==> config.mk <==
export PLATFORM = sky130hd
export DESIGN_NAME = bw_ctrl_flat
export DESIGN_NICKNAME = d
export VERILOG_FILES = /design/src/bw_pkg.sv /design/src/bw_ifs.sv /design/src/bw_ctrl.sv /design/src/flat_wrapper.sv
export SDC_FILE = /design/constraint.sdc
export NUM_CORES = 1
export LEC_CHECK = 0
export ABC_AREA = 0
export ABC_CLOCK_PERIOD_IN_PS = 5150
export BUFFER_PORTS_ARGS = -buffer_cell sky130_fd_sc_hd__buf_2
export CORE_UTILIZATION = 60
export DETAILED_ROUTE_END_ITERATION = 8
export GPL_TIMING_DRIVEN = 0
export PLACE_DENSITY = 0.82
export REMOVE_ABC_BUFFERS = 1
export SYNTH_ARGS = -nofsm -noshare
export SYNTH_HDL_FRONTEND = slang
export SYNTH_SLANG_ARGS = --single-unit
==> constraint.sdc <==
create_clock -name clock -period 5.15 [get_ports clock]
set_input_delay 0.2575 -clock clock [delete_from_list [all_inputs] [get_ports clock]]
set_output_delay 0.2575 -clock clock [all_outputs]
set_load 0.03 [all_outputs]
==> src/bw_pkg.sv <==
package bw_pkg;

   // store geometry
   localparam int STORE_BYTES = 4096;
   localparam int ADDR_W      = $clog2(STORE_BYTES);
   localparam int STORE_BITS  = STORE_BYTES * 8;
   localparam int POS_W       = $clog2(STORE_BITS + 1);
   localparam int BYTE_IDX_W  = POS_W - 3;

   // literal limits and bit window used to merge a literal into bytes
   localparam int VALUE_W     = 31;
   localparam int LEN_W       = 5;
   localparam int WIN_W       = 40;
   localparam int SHIFT_W     = $clog2(WIN_W + 1);
   localparam int WIN_BYTES_W = 3;

   // operation codes
   localparam logic [1:0] OP_WRITE = 2'd0;
   localparam logic [1:0] OP_READ  = 2'd1;
   localparam logic [1:0] OP_CLEAR = 2'd2;

   // status codes
   localparam logic [2:0] STATUS_OK           = 3'd0;
   localparam logic [2:0] STATUS_BAD_LENGTH   = 3'd1;
   localparam logic [2:0] STATUS_TOO_WIDE     = 3'd2;
   localparam logic [2:0] STATUS_NOT_COMPLETE = 3'd3;
   localparam logic [2:0] STATUS_FULL         = 3'd4;

   // one port pair into the byte memory
   typedef struct packed {
      logic              we;
      logic [ADDR_W-1:0] waddr;
      logic [7:0]        wdata;
      logic [ADDR_W-1:0] raddr;
   } mem_req_type;

endpackage

==> src/bw_ifs.sv <==
interface bw_req_if;
   logic        valid;
   logic        ready;
   logic [1:0]  op;
   logic [30:0] value;
   logic [4:0]  length;
   logic [11:0] byte_index;

   modport source (output valid, op, value, length, byte_index, input ready);
   modport sink (input valid, op, value, length, byte_index, output ready);
endinterface

interface bw_rsp_if;
   logic        valid;
   logic        ready;
   logic [7:0]  read_data;
   logic [15:0] position;
   logic [2:0]  status;

   modport source (output valid, read_data, position, status, input ready);
   modport sink (input valid, read_data, position, status, output ready);
endinterface

==> src/bw_ctrl.sv <==
module bw_ctrl
   import bw_pkg::*;
(
   input  logic          clock,
   input  logic          reset,
   bw_req_if.sink        req,
   bw_rsp_if.source      rsp,
   output mem_req_type   mem_req,
   input  logic [7:0]    mem_rdata
);

   typedef enum logic [3:0] {
      ST_IDLE   = 4'b0001,
      ST_FETCH  = 4'b0010,
      ST_WRITE  = 4'b0100,
      ST_RESULT = 4'b1000
   } state_type;

   state_type               state_ff, state_in;
   logic [1:0]              op_ff, op_in;
   logic [VALUE_W-1:0]      val_ff, val_in;
   logic [LEN_W-1:0]        len_ff, len_in;
   logic [POS_W-1:0]        pos_ff, pos_in;
   logic [WIN_W-1:0]        win_ff, win_in;
   logic [ADDR_W-1:0]       waddr_ff, waddr_in;
   logic [WIN_BYTES_W-1:0]  cnt_ff, cnt_in;
   logic [7:0]              res_data_ff, res_data_in;
   logic [2:0]              res_status_ff, res_status_in;
   logic                    rsp_valid_ff, rsp_valid_in;
   logic [7:0]              rsp_data_ff, rsp_data_in;
   logic [POS_W-1:0]        rsp_pos_ff, rsp_pos_in;
   logic [2:0]              rsp_status_ff, rsp_status_in;

   logic                    accept;
   logic                    out_free;
   logic [POS_W:0]          pos_sum;
   logic                    too_wide;
   logic                    store_full;
   logic                    index_ok;
   logic [2:0]              bit_off;
   logic [7:0]              keep_byte;
   logic [SHIFT_W-1:0]      lit_shift;
   logic [WIN_W-1:0]        lit_win;
   logic [5:0]              span;

   assign req.ready = (state_ff == ST_IDLE);
   assign accept    = req.valid && req.ready;
   assign out_free  = !rsp_valid_ff || rsp.ready;

   // checks done on the incoming transaction
   assign pos_sum    = {1'b0, pos_ff} + (POS_W+1)'(req.length);
   assign too_wide   = (req.value >> req.length) != '0;
   assign store_full = pos_sum > (POS_W+1)'(STORE_BITS);
   assign index_ok   = {1'b0, req.byte_index} < pos_ff[POS_W-1:3];

   // merge the partial byte with the literal in a five-byte window
   assign bit_off   = pos_ff[2:0];
   assign keep_byte = mem_rdata & ~(8'hFF >> bit_off);
   assign lit_shift = SHIFT_W'(WIN_W) - SHIFT_W'(bit_off) - SHIFT_W'(len_ff);
   assign lit_win   = WIN_W'(val_ff) << lit_shift;
   assign span      = 6'(bit_off) + 6'(len_ff) + 6'd7;

   // memory access: read on accept (the target byte or the partial byte), write in ST_WRITE
   always_comb begin
      mem_req.raddr = (req.op == OP_READ) ? req.byte_index : pos_ff[ADDR_W+2:3];
      mem_req.we    = (state_ff == ST_WRITE);
      mem_req.waddr = waddr_ff;
      mem_req.wdata = win_ff[WIN_W-1 -: 8];
   end

   // sequencer
   always_comb begin
      state_in      = state_ff;
      op_in         = op_ff;
      val_in        = val_ff;
      len_in        = len_ff;
      pos_in        = pos_ff;
      win_in        = win_ff;
      waddr_in      = waddr_ff;
      cnt_in        = cnt_ff;
      res_data_in   = res_data_ff;
      res_status_in = res_status_ff;
      rsp_valid_in  = rsp_valid_ff && !rsp.ready;
      rsp_data_in   = rsp_data_ff;
      rsp_pos_in    = rsp_pos_ff;
      rsp_status_in = rsp_status_ff;

      case (state_ff)
         ST_IDLE: begin
            if (accept) begin
               op_in         = req.op;
               val_in        = req.value;
               len_in        = req.length;
               res_data_in   = 8'd0;
               res_status_in = STATUS_OK;
               state_in      = ST_RESULT;
               case (req.op)
                  OP_WRITE: begin
                     if (req.length == '0) begin
                        res_status_in = STATUS_BAD_LENGTH;
                     end else if (too_wide) begin
                        res_status_in = STATUS_TOO_WIDE;
                     end else if (store_full) begin
                        res_status_in = STATUS_FULL;
                     end else begin
                        state_in = ST_FETCH;
                     end
                  end
                  OP_READ: begin
                     if (index_ok) begin
                        state_in = ST_FETCH;
                     end else begin
                        res_status_in = STATUS_NOT_COMPLETE;
                     end
                  end
                  OP_CLEAR: begin
                     pos_in = '0;
                  end
                  default: begin
                  end
               endcase
            end
         end
         ST_FETCH: begin
            if (op_ff == OP_READ) begin
               res_data_in = mem_rdata;
               state_in    = ST_RESULT;
            end else begin
               win_in   = {keep_byte, 32'd0} | lit_win;
               cnt_in   = span[5:3];
               waddr_in = pos_ff[ADDR_W+2:3];
               pos_in   = pos_ff + POS_W'(len_ff);
               state_in = ST_WRITE;
            end
         end
         ST_WRITE: begin
            win_in   = win_ff << 8;
            waddr_in = waddr_ff + 1'b1;
            cnt_in   = cnt_ff - 1'b1;
            if (cnt_ff == WIN_BYTES_W'(1)) begin
               state_in = ST_RESULT;
            end
         end
         ST_RESULT: begin
            if (out_free) begin
               rsp_valid_in  = 1'b1;
               rsp_data_in   = res_data_ff;
               rsp_pos_in    = pos_ff;
               rsp_status_in = res_status_ff;
               state_in      = ST_IDLE;
            end
         end
         default: begin
            state_in = ST_IDLE;
         end
      endcase
   end

   // control state
   always_ff @(posedge clock) begin
      if (reset) begin
         state_ff     <= ST_IDLE;
         pos_ff       <= '0;
         rsp_valid_ff <= 1'b0;
      end else begin
         state_ff     <= state_in;
         pos_ff       <= pos_in;
         rsp_valid_ff <= rsp_valid_in;
      end
   end

   // payload
   always_ff @(posedge clock) begin
      op_ff         <= op_in;
      val_ff        <= val_in;
      len_ff        <= len_in;
      win_ff        <= win_in;
      waddr_ff      <= waddr_in;
      cnt_ff        <= cnt_in;
      res_data_ff   <= res_data_in;
      res_status_ff <= res_status_in;
      rsp_data_ff   <= rsp_data_in;
      rsp_pos_ff    <= rsp_pos_in;
      rsp_status_ff <= rsp_status_in;
   end

   assign rsp.valid     = rsp_valid_ff;
   assign rsp.read_data = rsp_data_ff;
   assign rsp.position  = rsp_pos_ff;
   assign rsp.status    = rsp_status_ff;

endmodule

==> src/flat_wrapper.sv <==
// flat-port wrapper written by rule: the top's interface ports become plain ports
module bw_ctrl_flat import bw_pkg::*;
  (clock, reset, mem_req, mem_rdata, req_valid, req_op, req_value, req_length, req_byte_index, req_ready, rsp_valid, rsp_read_data, rsp_position, rsp_status, rsp_ready);
  bw_req_if req_i ();
  bw_rsp_if rsp_i ();
  input  logic clock;
  input  logic reset;
  output mem_req_type mem_req;
  input  logic [7:0] mem_rdata;
  input wire logic [$bits(req_i.valid)-1:0] req_valid;
  input wire logic [$bits(req_i.op)-1:0] req_op;
  input wire logic [$bits(req_i.value)-1:0] req_value;
  input wire logic [$bits(req_i.length)-1:0] req_length;
  input wire logic [$bits(req_i.byte_index)-1:0] req_byte_index;
  output wire logic [$bits(req_i.ready)-1:0] req_ready;
  output wire logic [$bits(rsp_i.valid)-1:0] rsp_valid;
  output wire logic [$bits(rsp_i.read_data)-1:0] rsp_read_data;
  output wire logic [$bits(rsp_i.position)-1:0] rsp_position;
  output wire logic [$bits(rsp_i.status)-1:0] rsp_status;
  input wire logic [$bits(rsp_i.ready)-1:0] rsp_ready;
  assign req_i.valid = req_valid;
  assign req_i.op = req_op;
  assign req_i.value = req_value;
  assign req_i.length = req_length;
  assign req_i.byte_index = req_byte_index;
  assign req_ready = req_i.ready;
  assign rsp_valid = rsp_i.valid;
  assign rsp_read_data = rsp_i.read_data;
  assign rsp_position = rsp_i.position;
  assign rsp_status = rsp_i.status;
  assign rsp_i.ready = rsp_ready;
  bw_ctrl u_core (.clock(clock), .reset(reset), .req(req_i), .rsp(rsp_i), .mem_req(mem_req), .mem_rdata(mem_rdata));
endmodule
* Yosys cells after proc, flatten, opt, wreduce, memory -nomap -nowiden
Cells that the tools add are included.
** Word-level totals
- Register bits after elaboration :: 152
- Bits of input ports :: 62
- Output and inout bits :: 62
- Word-level logic and storage cells :: 91
** Operators by class
- $add $sub $neg :: 8
- Magnitude comparators :: 2
- Eq/ne operators :: 14
- Shift-type cells :: 3
- Mux-type cells :: 31
- Bitwise operators :: 3
- Reduce and logical (&&, ||, !) cells :: 16
** Operators by type and width (number)
- case mux 40 bit (2 select lines) :: 1
- 2-to-1 mux 16 bit :: 3
- 2-to-1 mux 40 bit :: 1
- OR 40 bit :: 1
- << shifter 31 x 6 -> 40 bit :: 1
- 2-to-1 mux 4 bit :: 8
- case mux 16 bit (2 select lines) :: 1
- nonzero test 31 bit :: 1
- right shift 31 x 5 -> 31 bit :: 1
- 2-to-1 mux 12 bit :: 2
- case mux 12 bit (2 select lines) :: 1
- adder 16 x 5 -> 17 bit :: 1
- > comparator 17 x 16 -> 1 bit, second input constant :: 1
- adder 16 x 5 -> 16 bit :: 1
- 2-to-1 mux 8 bit :: 2
- case mux 4 bit (4 select lines) :: 1
- case mux 8 bit (2 select lines) :: 1
- < comparator 12 x 13 -> 1 bit :: 1
- adder 12 x 1 -> 12 bit, second input constant :: 1
- 2-to-1 mux 3 bit :: 4
- case mux 3 bit (2 select lines) :: 2
- AND 8 bit :: 1
- NOT 8 bit :: 1
- case mux 4 bit (2 select lines) :: 1
- other kinds (26) :: 38

* Logic depth before layout (Yosys ltp)
Gate-level depths: netlist of run 1.
- Depth in word-level cells :: 8
- Mapped depth :: 14

* Worst setup path after synthesis of run 1
No wires, ideal clock.
- Path kind :: flip-flop to flip-flop
- Start :: register u_core.pos_ff[1]
- End :: register u_core.win_ff[39] (data pin)
- Setup time :: 0.270 ns
- Data arrival time :: 3.163 ns
- Required time :: 4.880 ns
- Setup slack :: 1.717 ns
- Cell stages (with the launch flop) :: 14
- Path buffers :: 2
- Clock period less this slack :: 3.433 ns
- Cells stage by stage :: dfxtp_1 inv_1 ha_1 inv_1 ha_1 fa_1 clkbuf_1 inv_2 buf_1 mux2i_1 nor3_1 o21bai_1 a222oi_1 a21oi_1
** Between the ends
- Cells in the longest elaborated chain, start to end :: 6
- Elaborated cells on any way between the ends :: 9
- Classes of those cells :: add/sub: 2; shift: 2; mux: 2; bitwise: 3
** RTL lines
- from (decl) :: RTL line bw_ctrl.sv:23 : logic [POS_W-1:0] pos_ff, pos_in;
- from (signal assigned) :: RTL line bw_ctrl.sv:167 : pos_ff <= pos_in;
- subtractor 6 x 3 -> 6 bit or right shift 8 x 3 -> 8 bit (tied branches) :: RTL line bw_ctrl.sv:59, bw_ctrl.sv:58
- subtractor 6 x 5 -> 6 bit or NOT 8 bit (tied branches) :: RTL line bw_ctrl.sv:59, bw_ctrl.sv:58
- << shifter 31 x 6 -> 40 bit or AND 8 bit (tied branches) :: RTL line bw_ctrl.sv:60, bw_ctrl.sv:58
- OR 40 bit (*) :: RTL line bw_ctrl.sv:129 : win_in = {keep_byte, 32'd0} | lit_win;
- 2-to-1 mux 40 bit (*) :: RTL line bw_ctrl.sv:125 : if (op_ff == OP_READ) begin
- case mux 40 bit (2 select lines) (*) :: RTL line bw_ctrl.sv:88 : case (state_ff)
- named net u_core.win_in[39] :: RTL line bw_ctrl.sv:24 : logic [WIN_W-1:0] win_ff, win_in;
- to (signal assigned) :: RTL line bw_ctrl.sv:177 : win_ff <= win_in;
- to (decl) :: RTL line bw_ctrl.sv:24
The timed path passes the listed nets; every way through them passes the cells marked *. The select of a mux whose other input is x is not followed.
A chain may end at the register's enable or synchronous reset.

* Worst setup path in the final report of run 1
Same ends and word-level chain as after synthesis.

==> impl_metrics.py, run 1 <==
metrics = {
    "global_routing": {
        "grt_pass1_wl_um": 37100,
        "grt_usage": 0.284,
        "grt_remaining_overflow": 0,
        "grt_max_degree": 47,
        "antenna_found_initial": 0,
        "grt_pass1_vias": 7210,
    },
    "cells_and_area": {
        "mostFrequentLayoutCell": "edfxtp_1",
        "diodes": 0,
        "final_cells": 1306,
        "nets": 1176,
        "fillers": 1227,
        "syn_to_final_growth_pct": 13.1,
        "layout-drive-gt1-share": 0.210,
        "final_cell_mix": "edfxtp_1, buf_2, nand2_1",
    },
    "clock_tree": {
        "worstSkewPairLatency_ns": 0.42,
        "holdBufCountCts": 0,
        "cts.sinks": 152,
        "clkTransAtPathRegs_ns": 0.06,
        "clockRootBuffer": "clkbuf_16",
        "clock_tree.buffer_depth": 2,
        "numCtsBuffers": 17,
        "postCtsResizedCells": 0,
        "cts_setup_buffers": 0,
        "cts_tree": "done",
        "cts_max_level": 4,
    },
    "power_and_ir_drop": {
        "p_per_area_nw_per_um2": 359,
        "p_leak_nw": 4.30,
        "ir_worst_vdd_v": 0.000292,
    },
    "sta": {
        "slew_violations": 0,
        "slew_headroom": 0.160,
        "fmax_mhz": 212,
        "tns_ns": 0,
        "tightest_slew_ns": 1.25,
        "final-hold-violation-count": 0,
        "timing.final.crit_share": 0.916,
        "skew_ns": 0.00891,
        "setup_viol": 0,
        "fin_crit_ns": 4.72,
        "grt_setup_unrepaired": "no",
    },
    "drt": {
        "ant_nets": 0,
        "vias_per_cell": 6.26,
        "wl_per_cell_um": 18.3,
        "first_pass_iters": 5,
        "vias": 8170,
        "drc": 0,
        "drtIter0Drc": 802,
        "wl_um": 23900,
    },
    "critical_path": {
        "start_kind": "flop",
        "critPathMaxFanout": 28,
        "crit_type": "flop to flop",
        "cp.arrival_ns": 4.83,
        "r2r_slack_ns": 0.43,
        "cp-startpoint": "u_core.pos_ff[1]",
        "r2r_cells": 11,
        "rr_endpoint": "u_core.win_ff[39]",
        "rr_startpoint": "u_core.pos_ff[1]",
        "critPathRequiredTime_ns": 5.26,
        "critPathCaptureType": "flop",
    },
    "worst_hold_path": {
        "min_path_cells": 1,
        "worstHoldEndpoint": "u_core.val_ff[1]",
        "hold_start": "req_value[1]",
        "hp-class": "input port to flop",
    },
    "logic_synthesis": {
        "netlist_instances": 994,
        "synth_top_cell_area_share": 0.397,
        "yosysWarningCount": 0,
        "yosysTopAreaCell": "edfxtp_1",
        "synth_area_um2": 9920,
        "synth-seq-cells": 152,
        "synthFlopType": "edfxtp_1",
        "ys_seq_area_frac": 0.439,
        "async_flop_share": 0,
        "avgSynthCellArea_um2": 9.98,
        "ys_types": 81,
        "netlist_top_cells_area": "edfxtp_1, mux2i_1, nand2_1, dfxtp_1, ha_1",
        "synth-edff-count": 131,
    },
    "placed_design": {
        "place_hpwl_um": 17200,
        "place.gp.congestion": 0.927,
        "numPortBuffers": 123,
        "dp_cells": 1273,
    },
    "die": {
        "die_y_um": 131,
        "io_pins": 124,
        "rows": 46,
        "fp.dieW_um": 131,
        "initial_core_util": 0.620,
        "die_area_um2": 17100,
        "coreArea_um2": 16000,
    },
    "flow_run": {
        "drv_cap": 0,
    },
    "outcome": {
        "status": "finished, final reports clean",
    },
}
## report_power, final
| part | switching, W | internal, W |
|---|---|---|
| logic | 0.000799 | 0.000535 |
| registers | 0.0000403 | 0.00144 |
| clock network | 0.000496 | 0.000718 |
| total | 0.00134 | 0.00270 |
## state kept, by name, indices dropped and copies added (netlist names)
signal                flops
u_core.cnt_ff             3
u_core.len_ff             5
u_core.op_ff              2
u_core.pos_ff            16
u_core.res_data_ff        8
u_core.res_status_ff      3
u_core.rsp.position      16
u_core.rsp.read_data      8
u_core.rsp.status         3
u_core.rsp.valid          1
u_core.state_ff           4
u_core.val_ff            31
u_core.waddr_ff          12
u_core.win_ff            40
## per-layer routing
| layer | wire, µm | share of wire | global-route usage |
|---|---|---|---|
| met1 | 10600 | 0.44 | 0.405 |
| met2 | 11200 | 0.47 | 0.442 |
| met3 | 1630 | 0.068 | 0.0432 |
| met4 | 479 | 0.020 | 0.102 |
| met5 | 0 | 0 | 0 |
## layout make-up
class,count,area [µm²],area share
timing repair buffer,131,736,0.0656
clock buffer,19,433,0.0386
clock inverter,13,143,0.0127
multi-input combinational,735,5130,0.458
sequential,152,4350,0.388
tap,216,270,0.0241
inverter,40,150,0.0134
## cell families (layout without fill, tap and decap cells)
group | after synthesis | after routing | share of synthesized area
and+or+nand+nor | 341 | 341 | 0.164
AOI/OAI and AO/OA | 243 | 243 | 0.164
DFF | 152 | 152 | 0.439
buffers and inverters | 107 | 203 | 0.0487
muxes | 82 | 82 | 0.107
adders and majority gates | 37 | 37 | 0.0497
xor gates and xnor gates | 32 | 32 | 0.0283
## metrics by stage
| stage | hold WS (ns) | util | setup WS, ns | power, W | cell area (µm²) |
|---|---|---|---|---|---|
| finish | 0.0342 | 0.701 | 0.434 | 0.00403 | 11200 |
| global placement | 0.401 | 0.655 | 0.288 | 0.00274 | 10500 |
| detailed placement | 0.410 | 0.664 | 0.595 | 0.00280 | 10600 |
| floorplan | 0.327 | - | 1.14 | 0.00244 | 9590 |
| global route | 0.0213 | 0.701 | 0.0596 | 0.00421 | 11200 |
| CTS | 0.0205 | 0.700 | 0.545 | 0.00401 | 11200 |
## cells in the mapped netlist, types with 7 or more instances
cell      count
nor2b_1      12
edfxtp_1    131
nor2_1       87
o22ai_1       9
xor2_1        9
a32oi_1       7
mux4_2       18
mux2_2        9
a21oi_1      44
clkbuf_1     37
ha_1         33
nand3_1      21
and3_1        7
mux2i_1      55
xnor2_1      23
a31oi_1       7
buf_4        11
nand2b_1      8
nor3_1       24
a211oi_1     11
a22o_1       20
and2_1       15
o211ai_1      9
inv_1        37
o21ai_0      77
dfxtp_1      21
buf_2        11
nand2_1     122
## critical path, cell delays in order (launching register included)
cell and delay, ns:
dfxtp_1 0.69, inv_1 0.15, ha_1 0.33, inv_1 0.06, ha_1 0.23, fa_1 1.12
inv_2 0.49, mux2_2 0.42, o21ai_0 0.24, o21bai_1 0.12, a222oi_1 0.41, a21oi_1 0.13
## worst max-delay path by stage
stage / end / slack, ns / depth (start not counted)
floorplan: u_core.win_ff[36] / 1.14 / 11
global placement: u_core.win_ff[36] / 0.29 / 11
detailed placement: u_core.win_ff[37] / 0.59 / 11
CTS: u_core.win_ff[39] / 0.55 / 11
global route: u_core.win_ff[37] / 0.06 / 12
finish: u_core.win_ff[39] / 0.43 / 11
(Power assumes the default switching activity.)
==> run 2: changes to the inputs <==
--- a/config.mk
+++ b/config.mk
@@ -7,11 +7,11 @@
 export LEC_CHECK = 0
 export ABC_AREA = 0
 export ABC_CLOCK_PERIOD_IN_PS = 5150
-export BUFFER_PORTS_ARGS = -buffer_cell sky130_fd_sc_hd__buf_2
 export CORE_UTILIZATION = 60
 export DETAILED_ROUTE_END_ITERATION = 8
+export DONT_BUFFER_PORTS = 1
 export GPL_TIMING_DRIVEN = 0
-export PLACE_DENSITY = 0.82
+export PLACE_DENSITY = 0.76
 export REMOVE_ABC_BUFFERS = 1
 export SYNTH_ARGS = -nofsm -noshare
 export SYNTH_HDL_FRONTEND = slang
==> run 2 against run 1 <==
Net effect:
- clock power grew 7%
- register-to-register slack improved by 0.05 ns
- final cell count shrank 6.4%
- non-clock buffer count shrank 83
- routed wire length increased by 1.2%
- flip-flop and latch count unchanged
- critical path type unchanged
==> impl_metrics.py, run 2 (synthesis gave the netlist of run 1 again) <==
metrics = {
    "clock_tree": {
        "cts_setup_buffers": 0,
        "cts.sinks": 152,
        "clock_tree.buffer_depth": 2,
        "clockRootBuffer": "clkbuf_16",
        "holdBufCountCts": 40,
        "clkTransAtPathRegs_ns": 0.07,
        "postCtsResizedCells": 0,
        "worstSkewPairLatency_ns": 0.44,
        "cts_tree": "done",
        "cts_max_level": 4,
        "numCtsBuffers": 17,
    },
    "placed_design": {
        "place.gp.congestion": 0.887,
        "place_hpwl_um": 16400,
        "numPortBuffers": 0,
    },
    "cells_and_area": {
        "final_util": 0.690,
        "multi_input_area_um2": 5140,
        "largest_reg_flops": 40,
        "biggestRegsByFlops": "u_core.win_ff: 40 flops, u_core.val_ff: 31 flops",
        "layout-drive-gt1-share": 0.109,
        "largest-register": "u_core.win_ff",
        "regArea_um2": 4350,
        "mostFrequentLayoutCell": "edfxtp_1",
        "nets": 1093,
        "diodes": 0,
        "syn_to_final_growth_pct": 11.2,
        "final_cell_mix": "edfxtp_1, nand2_1, nor2_1",
        "fillers": 1253,
    },
    "power_and_ir_drop": {
        "power.switching_w": 0.00137,
        "p_sw_frac": 0.337,
        "total_power_w": 0.00407,
        "p_leak_nw": 4.00,
        "pwr-share-clk": 0.318,
        "p_int_w": 0.00270,
        "comb_power_share": 0.313,
        "p_per_area_nw_per_um2": 369,
        "p_seq_frac": 0.369,
        "ir_worst_vdd_v": 0.000285,
    },
    "sta": {
        "skew_ns": 0.0103,
        "timing.final.crit_share": 0.907,
        "tns_ns": 0,
        "slew_violations": 0,
        "slew_headroom": 0.183,
        "fin_crit_ns": 4.67,
        "final-hold-violation-count": 0,
        "setup_viol": 0,
        "grt_setup_unrepaired": "no",
        "tightest_slew_ns": 1.22,
        "fmax_mhz": 214,
    },
    "critical_path": {
        "r2r_cells": 11,
        "critPathMaxFanout": 28,
        "crit_type": "flop to flop",
        "endpoint": "u_core.win_ff[39]",
        "rr_startpoint": "u_core.pos_ff[1]",
        "start_kind": "flop",
        "critPathRequiredTime_ns": 5.29,
        "cp-startpoint": "u_core.pos_ff[1]",
        "critPathCaptureType": "flop",
        "r2r_slack_ns": 0.48,
        "cp.arrival_ns": 4.81,
        "rr_endpoint": "u_core.win_ff[39]",
    },
    "global_routing": {
        "grt_use_met3": 0.0757,
        "grt_usage": 0.294,
        "grt_remaining_overflow": 0,
        "grt_pass1_wl_um": 38100,
        "top_usage_layer": "met2",
        "antenna_found_initial": 0,
        "grt_pass1_vias": 7178,
        "grt_max_degree": 47,
        "grtUsageMet2": 0.442,
        "grt.met1_usage": 0.416,
    },
    "worst_hold_path": {
        "hp-class": "input port to flop",
    },
    "drt": {
        "wl_per_cell_um": 19.8,
        "drtIter0Drc": 886,
        "first_pass_iters": 5,
        "vias_per_cell": 6.44,
        "ant_nets": 0,
        "wl_um": 24200,
        "vias": 7874,
        "drc": 0,
    },
    "die": {
        "die_y_um": 131,
        "coreArea_um2": 16000,
        "rows": 46,
        "fp.dieW_um": 131,
        "initial_core_util": 0.620,
        "io_pins": 124,
        "die_area_um2": 17100,
    },
    "outcome": {
        "status": "finished, final reports clean",
    },
    "flow_run": {
        "drv_cap": 0,
    },
}
## run 2: cell count changes in the layout (fill, tap and decap cells not counted), moves of 2 or more
cell | before | now
buf_2 | 124 | 0
dlygate4sd3_1 | 0 | 41
inv_8 | 0 | 5
clkbuf_1 | 2 | 0
## run 2: critical path, stage by stage, from the launching register on
cell and delay (ns):
dfxtp_1 0.65, inv_1 0.17, ha_1 0.33, inv_1 0.06
ha_1 0.23, fa_1 1.10, inv_2 0.49, mux2_2 0.43
o21ai_0 0.27, o21bai_1 0.10, a222oi_1 0.40, a21oi_1 0.12
## run 2: per-layer routing
metal | wire (µm) | part of all wire | up-vias
met4 | 436 | 0.018 | 0
li1 | - | - | 3699
met1 | 10800 | 0.45 | 3754
met5 | 0 | 0 | -
met2 | 10900 | 0.45 | 377
met3 | 2030 | 0.084 | 44
## run 2: layout make-up
class / count / area share
sequential: 152 / 0.395
inverter: 40 / 0.0136
clock inverter: 15 / 0.0164
timing repair buffer: 48 / 0.0466
clock buffer: 17 / 0.0386
multi-input combinational: 735 / 0.466
tap: 216 / 0.0245
## run 2: power by group through the flow
stage | sequential (W) | combinational [W] | clock (W)
after floorplan | 0.00151 | 0.000932 | 0
after global placement | 0.00153 | 0.00116 | 0
after detailed placement | 0.00153 | 0.00121 | 0
after CTS | 0.00150 | 0.00125 | 0.00130
after global routing | 0.00151 | 0.00139 | 0.00135
final | 0.00150 | 0.00127 | 0.00130
## run 2: how the worst min path moves through the flow
stage | startpoint | end | slack (ns) | depth (start not counted)
2_1_floorplan | reset | u_core.rsp.valid | 0.33 | 1
3_3_place_gp | reset | u_core.rsp.valid | 0.33 | 1
3_5_place_dp | reset | u_core.rsp.valid | 0.33 | 1
4_1_cts | mem_rdata[3] | u_core.res_data_ff[3] | 0.009 | 1
5_1_grt | mem_rdata[5] | u_core.res_data_ff[5] | 0.004 | 1
6_report | mem_rdata[5] | u_core.res_data_ff[5] | 0.02 | 1
## run 2: per-stage QoR
stage	hold WS (ns)	worst slack, ns	cell area [µm²]	instances
final	0.0153	0.480	11000	1223
after CTS	0.00913	0.525	11000	1222
after global routing	0.00357	0.183	11000	1223
after floorplan	0.327	1.14	9590	927
after global placement	0.330	0.267	9860	1143
after detailed placement	0.332	0.574	10000	1150
